===== config.mk =====
export PLATFORM = sky130hd
export DESIGN_NAME = svp_ctrl
export DESIGN_NICKNAME = d
export VERILOG_FILES = /design/src/stop_velocity_profile_assert.svh /design/src/svp_pkg.sv /design/src/svp_ctrl.sv
export SDC_FILE = /design/constraint.sdc
export NUM_CORES = 1
export LEC_CHECK = 0
export BUFFER_PORTS_ARGS = -buffer_cell sky130_fd_sc_hd__buf_2
export CAP_MARGIN = 0
export CELL_PAD_IN_SITES_DETAIL_PLACEMENT = 1
export CELL_PAD_IN_SITES_GLOBAL_PLACEMENT = 1
export CORE_UTILIZATION = 30
export DETAILED_ROUTE_END_ITERATION = 8
export HOLD_SLACK_MARGIN = 0.1
export PLACE_DENSITY_LB_ADDON = 0.3
export SYNTH_ARGS = -nofsm -noshare
export SYNTH_HDL_FRONTEND = slang
export SYNTH_SLANG_ARGS = --single-unit
export TNS_END_PERCENT = 30

===== constraint.sdc =====
create_clock -name clk -period 1.5 [get_ports clk]
set_input_delay 0.225 -clock clk [delete_from_list [all_inputs] [get_ports clk]]
set_output_delay 0.225 -clock clk [all_outputs]
set_load 0.03 [all_outputs]

===== src/stop_velocity_profile_assert.svh =====
// Assertion macros used by the asserting top-level file.
`ifndef STOP_VELOCITY_PROFILE_ASSERT_SVH
`define STOP_VELOCITY_PROFILE_ASSERT_SVH
`ifndef SYNTH
`define SVP_ASSERT_SAME(label, ante, cons) \
    label: assert property (@(posedge clk) disable iff (!rst_n) (ante) |-> (cons)) \
        else $error("svp assertion failed");
`define SVP_ASSERT_NEXT(label, ante, cons) \
    label: assert property (@(posedge clk) disable iff (!rst_n) (ante) |=> (cons)) \
        else $error("svp assertion failed");
`else
`define SVP_ASSERT_SAME(label, ante, cons)
`define SVP_ASSERT_NEXT(label, ante, cons)
`endif
`endif


===== src/svp_pkg.sv =====
package svp_pkg;

    localparam int COORD_W     = 32;
    localparam int SPEED_W     = 16;
    localparam int INDEX_W     = 6;
    localparam int MAG_W       = 31;
    localparam int SQR_W       = 62;
    localparam int RAD_W       = 64;
    localparam int ROOT_W      = 32;
    localparam int REM_W       = ROOT_W + 2;
    localparam int SQRT_CNT_W  = 6;
    localparam int SCALE_SHIFT = 6;
    localparam int PROD_W      = SPEED_W + ROOT_W;
    localparam int SCALED_W    = PROD_W - SCALE_SHIFT;
    localparam int CFG_IDX_W   = 1;

    localparam logic [CFG_IDX_W-1:0] CFG_MAX_DECEL = 1'b0;
    localparam logic [CFG_IDX_W-1:0] CFG_STOP_THR  = 1'b1;

    localparam logic [SPEED_W-1:0] MAX_DECEL_RST = 16'd256;
    localparam logic [SPEED_W-1:0] STOP_THR_RST  = 16'd256;
    localparam logic [SPEED_W-1:0] SPEED_MAX     = 16'hFFFF;

    localparam logic [1:0] SUM_FIRST = 2'd0;
    localparam logic [1:0] SUM_LAST  = 2'd3;

    localparam logic ROOT_SEL_DIST  = 1'b0;
    localparam logic ROOT_SEL_SPEED = 1'b1;

    typedef enum logic [3:0] {
        ST_IDLE,
        ST_FETCH,
        ST_LOAD,
        ST_SUM,
        ST_ROOT1_GO,
        ST_ROOT1_WAIT,
        ST_SCALE,
        ST_ROOT2_GO,
        ST_ROOT2_WAIT,
        ST_EMIT
    } svp_state_t;

    typedef struct packed {
        logic       accept;
        logic       fetch;
        logic       load;
        logic       sq_mul;
        logic       sq_acc;
        logic [1:0] sq_sel;
        logic       root_start;
        logic       root_sel;
        logic       scale;
        logic       emit;
    } svp_cmd_t;

    typedef struct packed {
        logic last_index;
        logic root_done;
    } svp_sts_t;

    typedef struct packed {
        logic [COORD_W-1:0] x;
        logic [COORD_W-1:0] y;
        logic [COORD_W-1:0] z;
        logic [SPEED_W-1:0] speed;
    } svp_entry_t;

    // |a - b| >> 1, differences taken at 33 bits
    function automatic logic [MAG_W-1:0] half_mag(
        input logic [COORD_W-1:0] a,
        input logic [COORD_W-1:0] b
    );
        logic [COORD_W:0] d;
        logic [COORD_W:0] m;
        begin
            d = {a[COORD_W-1], a} - {b[COORD_W-1], b};
            m = d[COORD_W] ? (~d + (COORD_W+1)'(1)) : d;
            return m[MAG_W:1];
        end
    endfunction

endpackage


===== src/svp_ctrl.sv =====
module svp_ctrl
    import svp_pkg::*;
(
    input  logic     clk,
    input  logic     rst_n,
    input  logic     start,
    input  logic     last_point,
    input  svp_sts_t sts,
    output svp_cmd_t cmd,
    output logic     busy
);

    svp_state_t state_reg, state_next;
    logic [1:0] step_reg, step_next;

    always_ff @(posedge clk or negedge rst_n)
    begin
        if (!rst_n)
        begin
            state_reg <= ST_IDLE;
            step_reg  <= SUM_FIRST;
        end
        else
        begin
            state_reg <= state_next;
            step_reg  <= step_next;
        end
    end

    always_comb
    begin
        state_next = state_reg;
        step_next  = step_reg;
        cmd        = '0;
        busy       = (state_reg != ST_IDLE);
        unique case (state_reg)
            ST_IDLE:
            begin
                cmd.accept = start;
                if (start && last_point)
                begin
                    state_next = ST_FETCH;
                end
            end
            ST_FETCH:
            begin
                cmd.fetch  = 1'b1;
                state_next = ST_LOAD;
            end
            ST_LOAD:
            begin
                cmd.load   = 1'b1;
                step_next  = SUM_FIRST;
                state_next = ST_SUM;
            end
            ST_SUM:
            begin
                // square one axis per cycle, add the previous square
                cmd.sq_sel = step_reg;
                cmd.sq_mul = (step_reg != SUM_LAST);
                cmd.sq_acc = (step_reg != SUM_FIRST);
                step_next  = step_reg + 2'd1;
                if (step_reg == SUM_LAST)
                begin
                    state_next = ST_ROOT1_GO;
                end
            end
            ST_ROOT1_GO:
            begin
                cmd.root_start = 1'b1;
                cmd.root_sel   = ROOT_SEL_DIST;
                state_next     = ST_ROOT1_WAIT;
            end
            ST_ROOT1_WAIT:
            begin
                if (sts.root_done)
                begin
                    state_next = ST_SCALE;
                end
            end
            ST_SCALE:
            begin
                cmd.scale  = 1'b1;
                state_next = ST_ROOT2_GO;
            end
            ST_ROOT2_GO:
            begin
                cmd.root_start = 1'b1;
                cmd.root_sel   = ROOT_SEL_SPEED;
                state_next     = ST_ROOT2_WAIT;
            end
            ST_ROOT2_WAIT:
            begin
                cmd.root_sel = ROOT_SEL_SPEED;
                if (sts.root_done)
                begin
                    state_next = ST_EMIT;
                end
            end
            ST_EMIT:
            begin
                cmd.emit   = 1'b1;
                state_next = sts.last_index ? ST_IDLE : ST_FETCH;
            end
            default:
            begin
                state_next = ST_IDLE;
            end
        endcase
    end

endmodule


==> implementation parameters, run 1 <==
Parameter                              Value

Status
  Result of the run    complete, but fails checks
  Failing checks    negative setup slack

Critical path
  Worst setup slack for register-to-register paths    -10 ps
  Largest delay share family, worst path    flip-flops
  Worst endpoint data arrival time    ~1300 ps
  Maximum single-stage delay on the critical path    ~430 ps
  Worst reg2reg startpoint    state_reg[3]
  Depth of the most critical reg-to-reg path    5
  Start-to-end type of the worst setup path    flip-flop to output pin
  Crit path launch    state_reg[2]
  Number of buffer and inverter stages on the critical path    2
  Critical-path cell with the highest stage delay    dfrtp_2
  Worst Setup EP    cmd[10]
  Category of the worst setup path capture point    output pin
  Terminus of the critical flop-to-flop path    state_reg[0]
  CP cell instances    buf_4 > nor3_4 > and2_4 > buf_6
  Total number of cells along the worst setup path    4
  Kind of start point of the critical path    flip-flop
  Largest driver fanout on the critical path    4
  Critical path required time    1270 ps

Finish
  Summed area of non-filler cells in the final layout    roughly 820 um^2
  Finished Layout Cells    105
  Area added between synthesis and finish    71.8%
  Max FFs per register    4
  Fraction of final layout cells sized beyond drive strength 1    59.6%
  Final #Nets    99
  ANT cells    0

Yosys
  Synth area leaders    dfrtp_1 (31%), nand2_1 (6.3%), nor2_1 (6.3%)
  Proportion of synthesized chip area in sequential cells    between 30% and 40%
  #FFs+latches synth    6
  Average size of a mapped cell    about 8.4 um^2
  Leading register cell type out of synthesis    dfrtp_1
  Number of enable flip-flop cells after synthesis    0
  Count of different cell masters after synthesis    25
  Post-Syn Instances    57
  Cell taking the most area after synthesis    dfrtp_1
  Fraction of post-synthesis cell area in the top cell type by area    31.3%
  Post-Syn Nets    65
  Most common library cells after synthesis    nand2_1 (8), nor2_1 (8), dfrtp_1 (6)
  FFs w/ async S/R, synth    100%
  Total number of yosys warnings    0
  Post-synthesis instance area    479 um^2

Power
  Switch Pwr    slightly above 0.0009 W
  Clock share of power    8.3%
  Pwr dens    2250 nW/um^2
  Switching fraction of total power    49.0%
  Combinational cell fraction of total power    75.4%
  Worst IR drop on VDD    about 1.1 mV
  Total power of the final layout    around 0.0019 W
  Fraction of power consumed by sequential logic    16.2%
  Internal    0.000946 W
  Lkg Pwr    between 0.3 and 0.4 nW

Placed design
  Port buffer count    17
  Weighted congestion reported at the end of routability-driven placement    0.794
  Cell area reported after detailed placement    599 um^2
  DP HPWL    ~920 um
  Placed instance count    92

Drt
  DRC violations left    0
  Routed wl met3    approximately 48 um
  Vias per std cell    4.95
  Wire length on met2    between 700 and 800 um
  Met1 layer wirelength in the final routing    around 610 um
  Vias after detailed routing    520
  Number of antenna-violating nets in the routed design    0
  Drt wl/cell    between 10 and 15 um
  First DRT Iteration DRCs    3
  Aggregate routed wire length    1.47 mm
  Uppermost routed layer    met4
  Number of detailed-routing iterations run before antenna repair    2

GRT
  Wire length of the first global-routing pass    2.42 mm
  Number of antenna violations at the first check in global routing    0
  Via count of the first global-routing pass    536
  Pin count of the biggest net entering global routing    9
  Global-route usage over all layers    19.6%
  Global-route congestion overflow total    0

Timing
  Final hold violation count    0
  Hold WS    ~330 ps
  Total negative setup slack    -206 ps
  Relative slew slack    between 80 and 90%
  Final max-slew violation count    0
  Time the worst path needs with I/O delays and setup    1560 ps
  Actual slew at the worst max-slew pin    253 ps
  Setup Viol. Count Final    9
  Fmax achieved    639 MHz
  Tcrit/Tclk final    104%
  Post-layout worst setup margin    -65.0 ps
  Unrepaired setup endpoints after global routing    true
  Clock skew after layout    between 5 and 6 ps

Clocking
  Clock sink count    6
  Level count of the clock H-tree    1
  Clock-pin slew on the worst setup and hold paths    50 ps
  Clk Tree Root Cell    clkbuf_4
  Clock buffers created by TritonCTS    3
  CTS tree    built
  Skew-Pair Late Insertion Delay    roughly 250 ps
  Longest Clk Path Bufs    2

Floorplan
  Core Footprint    1510 um^2
  Ports placed on the boundary    18
  Area of the die    between 1500 and 2000 um^2
  Row cnt    14
  Die height    between 40 and 50 um
  Initial core utilization    about a third
  Die X    42.0 um

Worst hold path
  Hold crit path type    input pin to asynchronous set/reset pin

Flow run
  Maximum Capacitance Violations    0
## cells by family after synthesis
family	count (synthesis)	share of synthesized area (%)
compound gates	11	14.4
fa+ha+maj	2	5.22
buf+inv	7	8.88
flops	6	31.3
mux	2	4.96
simple gates	29	35.2
## power by group through the flow
stage	logic (W)	registers [W]	clock network (W)
6_report	0.00140	0.000301	0.000154
4_1_cts	0.00131	0.000296	0.000158
5_1_grt	0.00150	0.000309	0.000170
3_3_place_gp	0.00101	0.000296	0
2_1_floorplan	0.000773	0.000278	0
3_5_place_dp	0.00102	0.000297	0
## repair_timing
| item | 4_1_cts | 5_1_grt |
|---|---|---|
| resized for setup | 31 | 9 |
| hold buffers | 1 | 0 |
| gates cloned | 0 | 0 |
| buffers inserted | 9 | 1 |
| hold endpoints to repair | 6 | 0 |
| endpoints found under the setup margin | 12 | 13 |
| pin swaps | 8 | 5 |
## routing by layer
metal / vias up / track usage, %
met4: 0 / 13.5
met2: 13 / 32.8
li1: 257 / -
met3: 4 / 3.91
met5: - / 0
met1: 246 / 22.0
## metrics by stage
| step | util, % | worst slack, ps |
|---|---|---|
| after global placement | 39.8 | 72.7 |
| after CTS | 52.6 | -111 |
| after detailed placement | 39.8 | 22.0 |
| after global routing | 54.7 | -117 |
| after floorplan | - | -10.8 |
| final | 54.7 | -65.0 |
## area by class of cell
cell class                 count  area, um^2
inverter                       4        17.5
fill                         185         683
multi-input combinational     44         342
clock buffer                   3        22.5
timing repair buffer          32         268
sequential                     6         154
tap                           16        20.0
## worst min path at each step
stage | end | start | slack (ps)
final | state_reg[0] | rst_n | 330
after global routing | state_reg[0] | rst_n | 350
after CTS | state_reg[0] | rst_n | 320
after detailed placement | step_reg[1] | rst_n | 50
after global placement | step_reg[1] | rst_n | 50
after floorplan | state_reg[0] | rst_n | -70
## cells in the final DEF, fill, tap and decap left out, types with 2 or more instances in the layout
cell and n:
buf_4 16, buf_6 10, nor2_1 7, nand2_1 6, buf_2 5, inv_1 3, clkbuf_4 3, dfrtp_1 3
dfrtp_2 3, nand2_2 2, nor3_4 2, o21ai_1 2, nor2b_1 2, o22ai_1 2, a21oi_1 2, o21ai_0 2
Power figures use the tool's default switching activity.
==> inputs of run 2 (changes only) <==
--- a/config.mk
+++ b/config.mk
@@ -12,7 +12,7 @@
 export CORE_UTILIZATION = 30
 export DETAILED_ROUTE_END_ITERATION = 8
 export HOLD_SLACK_MARGIN = 0.1
-export PLACE_DENSITY_LB_ADDON = 0.3
+export PLACE_DENSITY_LB_ADDON = 0.1
 export SYNTH_ARGS = -nofsm -noshare
 export SYNTH_HDL_FRONTEND = slang
 export SYNTH_SLANG_ARGS = --single-unit
==> constraint.sdc (replaced) <==
create_clock -name clk -period 1.5 [get_ports clk]
set_input_delay 0.225 -clock clk [delete_from_list [all_inputs] [get_ports clk]]
set_output_delay 0.225 -clock clk [all_outputs]
set_load 0.02 [all_outputs]
==> implementation parameters, run 2 (synthesized netlist as in run 1, its figures left out) <==
Parameter                              Value

Clocking
  CTS tree    built (unchanged)
  Clock-pin slew on the worst setup and hold paths    40 ps (was 50 ps)
  Level count of the clock H-tree    1 (unchanged)
  Longest Clk Path Bufs    2 (unchanged)
  Clock buffers created by TritonCTS    3 (unchanged)
  Skew-Pair Late Insertion Delay    240 ps (was 250 ps)
  Clk Tree Root Cell    clkbuf_4 (unchanged)
  Clock sink count    6 (unchanged)

Timing
  Time the worst path needs with I/O delays and setup    1610 ps (was 1560 ps)
  Actual slew at the worst max-slew pin    233 ps (was 253 ps)
  Relative slew slack    84.5% (was 83.0%)
  Clock skew after layout    1.28 ps (was 5.15 ps)
  Unrepaired setup endpoints after global routing    true (unchanged)
  Post-layout worst setup margin    -109 ps (was -65.0 ps)
  Setup Viol. Count Final    6 (was 9)
  Final hold violation count    0 (unchanged)
  Hold WS    333 ps (was 325 ps)
  Tcrit/Tclk final    107% (was 104%)
  Final max-slew violation count    0 (unchanged)
  Fmax achieved    622 MHz (was 639 MHz)

GRT
  Global-route congestion overflow total    0 (unchanged)
  Global-route usage over all layers    16.9% (was 19.6%)
  Pin count of the biggest net entering global routing    9 (unchanged)
  Number of antenna violations at the first check in global routing    0 (unchanged)
  Via count of the first global-routing pass    495 (was 536)
  Wire length of the first global-routing pass    2.19 mm (was 2.42 mm)

Critical path
  Worst Setup EP    cmd[10] (unchanged)
  Critical path required time    1270 ps (about the same)
  Largest driver fanout on the critical path    3 (was 4)
  Depth of the most critical reg-to-reg path    6 (was 5)
  Start-to-end type of the worst setup path    flip-flop to output pin (unchanged)
  Worst reg2reg startpoint    state_reg[3] (unchanged)
  Kind of start point of the critical path    flip-flop (unchanged)
  Worst endpoint data arrival time    1380 ps (was 1340 ps)
  Category of the worst setup path capture point    output pin (unchanged)
  Crit path launch    state_reg[1] (was state_reg[2])
  Worst setup slack for register-to-register paths    90 ps (was -10 ps)
  Terminus of the critical flop-to-flop path    state_reg[0] (unchanged)

Status
  Failing checks    negative setup slack (unchanged)
  Result of the run    complete, but fails checks (unchanged)

Finish
  Number of inserted filler cells in the final layout    185 (unchanged)
  ANT cells    0 (unchanged)
  Commonest non-fill, non-tap cell in the layout    buf_4 (unchanged)
  Area added between synthesis and finish    67.6% (was 71.8%)
  Final #Nets    98 (was 99)
  Fraction of final layout cells sized beyond drive strength 1    60.2% (was 59.6%)
  Max FFs per register    4 (unchanged)
  Highest-count cells in the layout ignoring fill and taps    buf_4 (16), buf_2 (8), nor2_1 (7), nand2_1 (6), buf_6 (6) (was buf_4 (16), buf_6 (10), nor2_1 (7), nand2_1 (6), buf_2 (5))
  Final core utilization    53.3% (was 54.7%)

Power
  Pwr dens    2140 nW/um^2 (was 2250 nW/um^2)
  Clock share of power    8.6% (was 8.3%)
  Fraction of power consumed by sequential logic    17.7% (was 16.2%)
  Total power of the final layout    0.00172 W (was 0.00185 W)
  Combinational cell fraction of total power    73.7% (was 75.4%)
  Worst IR drop on VDD    1.11 mV (was 1.07 mV)
  Lkg Pwr    0.384 nW (was 0.379 nW)
  Switching fraction of total power    46.4% (was 49.0%)
  Switch Pwr    0.000800 W (was 0.000907 W)
  Internal    0.000923 W (was 0.000946 W)

Floorplan
  Row cnt    14 (unchanged)
  Initial core utilization    31.8% (unchanged)
  Ports placed on the boundary    18 (unchanged)
  Die height    42.0 um (unchanged)
  Die X    42.0 um (unchanged)
  Area of the die    1760 um^2 (unchanged)
  Core Footprint    1510 um^2 (unchanged)

Drt
  First DRT Iteration DRCs    1 (was 3)
  DRC violations left    0 (unchanged)
  Number of detailed-routing iterations run before antenna repair    4 (was 2)
  Number of antenna-violating nets in the routed design    0 (unchanged)
  Aggregate routed wire length    1.40 mm (was 1.47 mm)
  Vias per std cell    5.02 (was 4.95)
  Drt wl/cell    13.5 um (was 14.0 um)
  Vias after detailed routing    522 (was 520)

Placed design
  DP HPWL    960 um (was 921 um)
  Port buffer count    17 (unchanged)
  Weighted congestion reported at the end of routability-driven placement    0.723 (was 0.794)

Worst hold path
  Worst hold path depth    4
  Hold crit path type    input pin to flip-flop (was input pin to asynchronous set/reset pin)

Flow run
  Maximum Capacitance Violations    0 (unchanged)
run 2: metrics by stage:
step / TNS [ps] / instances / cell area (um^2) / setup slack, ps
floorplan: 0 / 57 / 479 / 129
global placement: 0 / 93 / 602 / 82.4
detailed placement: 0 / 93 / 602 / 96.1
CTS: -256 / 101 / 708 / -92.7
global route: -840 / 104 / 803 / -185
finish: -380 / 104 / 803 / -109
run 2: power by group through the flow:
| stage | clock, W | sequential (W) | combinational, W |
|---|---|---|---|
| after detailed placement | 0 | 0.000283 | 0.000942 |
| after floorplan | 0 | 0.000278 | 0.000679 |
| after CTS | 0.000154 | 0.000285 | 0.00111 |
| final | 0.000148 | 0.000305 | 0.00127 |
| after global routing | 0.000168 | 0.000315 | 0.00138 |
| after global placement | 0 | 0.000283 | 0.000943 |
run 2: routing by layer:
| layer | vias to the layer above | wire, um | GRT usage (%) | share of wire, % |
|---|---|---|---|---|
| li1 | 253 | - | - | - |
| met1 | 255 | 589 | 22.0 | 42 |
| met2 | 14 | 758 | 25.6 | 54 |
| met3 | 0 | 53 | 5.22 | 3.8 |
| met4 | 0 | 0 | 7.74 | 0 |
| met5 | - | 0 | 0 | 0 |
run 2: timing repair:
| item | 4_1_cts | 5_1_grt |
|---|---|---|
| buffers inserted | 4 | 4 |
| endpoints found under the hold margin | 6 | 0 |
| hold buffers | 1 | 0 |
| gates resized for setup | 14 | 20 |
| pin swaps | 5 | 6 |
| setup endpoints to repair | 12 | 13 |
run 2: worst min-delay path by stage:
stage           start            to  slack, ps
2_1_floorplan   rst_n  state_reg[0]        -70
3_3_place_gp    rst_n   step_reg[1]         60
3_5_place_dp    rst_n  state_reg[2]         60
4_1_cts         rst_n   step_reg[0]        330
5_1_grt        sts[1]  state_reg[0]        340
6_report       sts[1]  state_reg[0]        330
run 2: final cells by class:
| type | count | area, um^2 | share of cell area (%) |
|---|---|---|---|
| Tap cell | 16 | 20.0 | 2.49 |
| Sequential cell | 6 | 153 | 19.0 |
| Multi-Input combinational cell | 44 | 353 | 43.9 |
| Clock buffer | 3 | 22.5 | 2.80 |
| Timing Repair Buffer | 31 | 238 | 29.6 |
| Inverter | 4 | 17.5 | 2.18 |
run 2: worst max-delay path, cell delays in order (launching register included):
cell,delay (ps)
dfrtp_1,370
or2_4,270
nor3_4,220
and2_4,170
buf_6,110
==> inputs of run 3 (changes only) <==
==> constraint.sdc (replaced) <==
create_clock -name clk -period 1.8 [get_ports clk]
set_input_delay 0.09 -clock clk [delete_from_list [all_inputs] [get_ports clk]]
set_output_delay 0.09 -clock clk [all_outputs]
set_load 0.02 [all_outputs]
==> implementation parameters, run 3 (synthesized netlist as in run 1, its figures left out) <==
Parameter                              Value

Power
  Worst IR drop on VDD    0.684 mV (was 1.11 mV)
  Switching fraction of total power    50.9% (was 46.4%)
  Lkg Pwr    0.311 nW (was 0.384 nW)
  Pwr dens    1790 nW/um^2 (was 2140 nW/um^2)
  Switch Pwr    0.000549 W (was 0.000800 W)
  Clock share of power    11.3% (was 8.6%)
  Fraction of power consumed by sequential logic    25.1% (was 17.7%)
  Combinational cell fraction of total power    63.6% (was 73.7%)
  Internal    0.000530 W (was 0.000923 W)

Clocking
  Longest Clk Path Bufs    2 (unchanged)
  Clock sink count    6 (unchanged)
  Level count of the clock H-tree    1 (unchanged)
  Clock-pin slew on the worst setup and hold paths    40 ps (about the same)
  Skew-Pair Late Insertion Delay    240 ps (about the same)
  CTS tree    built (unchanged)
  Clock buffers created by TritonCTS    3 (unchanged)
  Clk Tree Root Cell    clkbuf_4 (unchanged)
  Setup repair bufs after CTS    0 (was 4)

Drt
  Drt wl/cell    12.4 um (was 13.5 um)
  First DRT Iteration DRCs    3 (was 1)
  Number of antenna-violating nets in the routed design    0 (unchanged)
  Vias after detailed routing    459 (was 522)
  Aggregate routed wire length    1.15 mm (was 1.40 mm)
  Number of detailed-routing iterations run before antenna repair    4 (unchanged)
  DRC violations left    0 (unchanged)
  Vias per std cell    4.94 (was 5.02)

Flow run
  Maximum Capacitance Violations    0 (unchanged)

Floorplan
  Die height    42.0 um (unchanged)
  Ports placed on the boundary    18 (unchanged)
  Initial core utilization    31.8% (unchanged)
  Core Footprint    1510 um^2 (unchanged)
  Area of the die    1760 um^2 (unchanged)
  Die X    42.0 um (unchanged)
  Row cnt    14 (unchanged)

Finish
  Sequential Area    150 um^2 (was 153 um^2)
  Number of inserted filler cells in the final layout    206 (was 185)
  Max FFs per register    4 (unchanged)
  Commonest non-fill, non-tap cell in the layout    buf_2 (was buf_4)
  Final #Nets    87 (was 98)
  Fraction of final layout cells sized beyond drive strength 1    36.4% (was 60.2%)
  Area added between synthesis and finish    26.1% (was 67.6%)
  Highest-count cells in the layout ignoring fill and taps    buf_2 (17), nand2_1 (8), nor2_1 (8), dfrtp_1 (6), inv_1 (4) (was buf_4 (16), buf_2 (8), nor2_1 (7), nand2_1 (6), buf_6 (6))
  ANT cells    0 (unchanged)
  Area occupied by multi-input gates    287 um^2 (was 353 um^2)

Timing
  Post-layout worst setup margin    212 ps (was -109 ps)
  Tcrit/Tclk final    88.2%
  Actual slew at the worst max-slew pin    257 ps (was 233 ps)
  Setup Viol. Count Final    0 (was 6)
  Clock skew after layout    0.0785 ps (was 1.28 ps)
  Time the worst path needs with I/O delays and setup    1590 ps
  Total negative setup slack    0 ps (was -380 ps)
  Fmax achieved    630 MHz
  Unrepaired setup endpoints after global routing    false (was true)
  Relative slew slack    82.8% (was 84.5%)
  Final hold violation count    0 (unchanged)
  Final max-slew violation count    0 (unchanged)

Placed design
  Port buffer count    17 (unchanged)
  Weighted congestion reported at the end of routability-driven placement    0.740 (was 0.723)
  Post-place setup slack    402 ps (was 96.1 ps)
  DP HPWL    915 um (was 960 um)

Critical path
  Critical path required time    1710 ps (was 1270 ps)
  Depth of the most critical reg-to-reg path    4 (was 6)
  Worst setup slack for register-to-register paths    420 ps (was 90 ps)
  Kind of start point of the critical path    flip-flop (unchanged)
  Largest driver fanout on the critical path    9 (was 3)
  Category of the worst setup path capture point    output pin (unchanged)
  Worst endpoint data arrival time    1500 ps (was 1380 ps)
  Start-to-end type of the worst setup path    flip-flop to output pin (unchanged)
  Terminus of the critical flop-to-flop path    state_reg[0] (unchanged)
  Worst reg2reg startpoint    state_reg[2] (was state_reg[3])

GRT
  Global-route usage over all layers    15.0% (was 16.9%)
  Global-route congestion overflow total    0 (unchanged)
  Number of antenna violations at the first check in global routing    0 (unchanged)
  Wire length of the first global-routing pass    1.98 mm (was 2.19 mm)
  Pin count of the biggest net entering global routing    10 (was 9)
  Via count of the first global-routing pass    448 (was 495)

Status
  Result of the run    finished, final reports clean (was complete, but fails checks)

Worst hold path
  Hold crit path type    input pin to asynchronous set/reset pin (was input pin to flip-flop)
run 3: cell types whose count changed in the layout (fill, tap and decap cells not counted), moves of 2 or more:
cell / change
buf_6: -6
buf_4: -14
dfrtp_2: -2
nor3_1: +2
buf_2: +9
nand2_2: -2
dfrtp_1: +2
nand2_1: +2
run 3: per-stage QoR:
| step | std cells | power (W) | area [um^2] | hold WS (ps) | utilization, % |
|---|---|---|---|---|---|
| after floorplan | 57 | 0.000798 | 479 | -206 | - |
| after global placement | 89 | 0.000967 | 572 | -76.8 | 38.0 |
| after detailed placement | 89 | 0.000959 | 572 | -74.5 | 38.0 |
| after CTS | 93 | 0.00110 | 604 | 196 | 40.1 |
| after global routing | 93 | 0.00119 | 604 | 215 | 40.1 |
| final | 93 | 0.00108 | 604 | 201 | 40.1 |
run 3: critical path, stage by stage (launching register included):
cell and delay, ps:
dfrtp_1 450, or2_4 280, nor3_2 210, and2_1 160, buf_2 150
run 3: per-layer routing:
metal / vias to the layer above / track usage, % / share of wire [%]
li1: 234 / - / -
met1: 211 / 19.0 / 50
met2: 14 / 23.4 / 46
met3: 0 / 5.22 / 4.2
met4: 0 / 5.81 / 0
met5: - / 0 / 0
run 3: timing repair:
item                                   CTS  global route
hold buffers                             1             0
gates resized for setup                  0             0
endpoints found under the hold margin    6             0
run 3: worst max path at each step:
stage	from	endpoint	cells after the start
after CTS	state_reg[1]	cmd[10]	4
final	state_reg[1]	cmd[10]	4
after global placement	state_reg[2]	state_reg[0]	4
after detailed placement	state_reg[2]	state_reg[0]	4
after global routing	state_reg[2]	cmd[4]	5
after floorplan	step_reg[0]	state_reg[0]	4
run 3: power by group through the flow:
stage	clock network (W)	registers, W	logic, W
final	0.000122	0.000271	0.000686
after global routing	0.000144	0.000283	0.000759
after CTS	0.000131	0.000270	0.000695
after detailed placement	0	0.000271	0.000688
after global placement	0	0.000270	0.000697
after floorplan	0	0.000232	0.000566
run 3: cell type report:
| type | count | area share, % |
|---|---|---|
| timing repair buffer | 20 | 18.2 |
| inverter | 4 | 2.48 |
| tap | 16 | 3.31 |
| sequential | 6 | 24.8 |
| clock buffer | 3 | 3.73 |
| multi-input combinational | 44 | 47.4 |
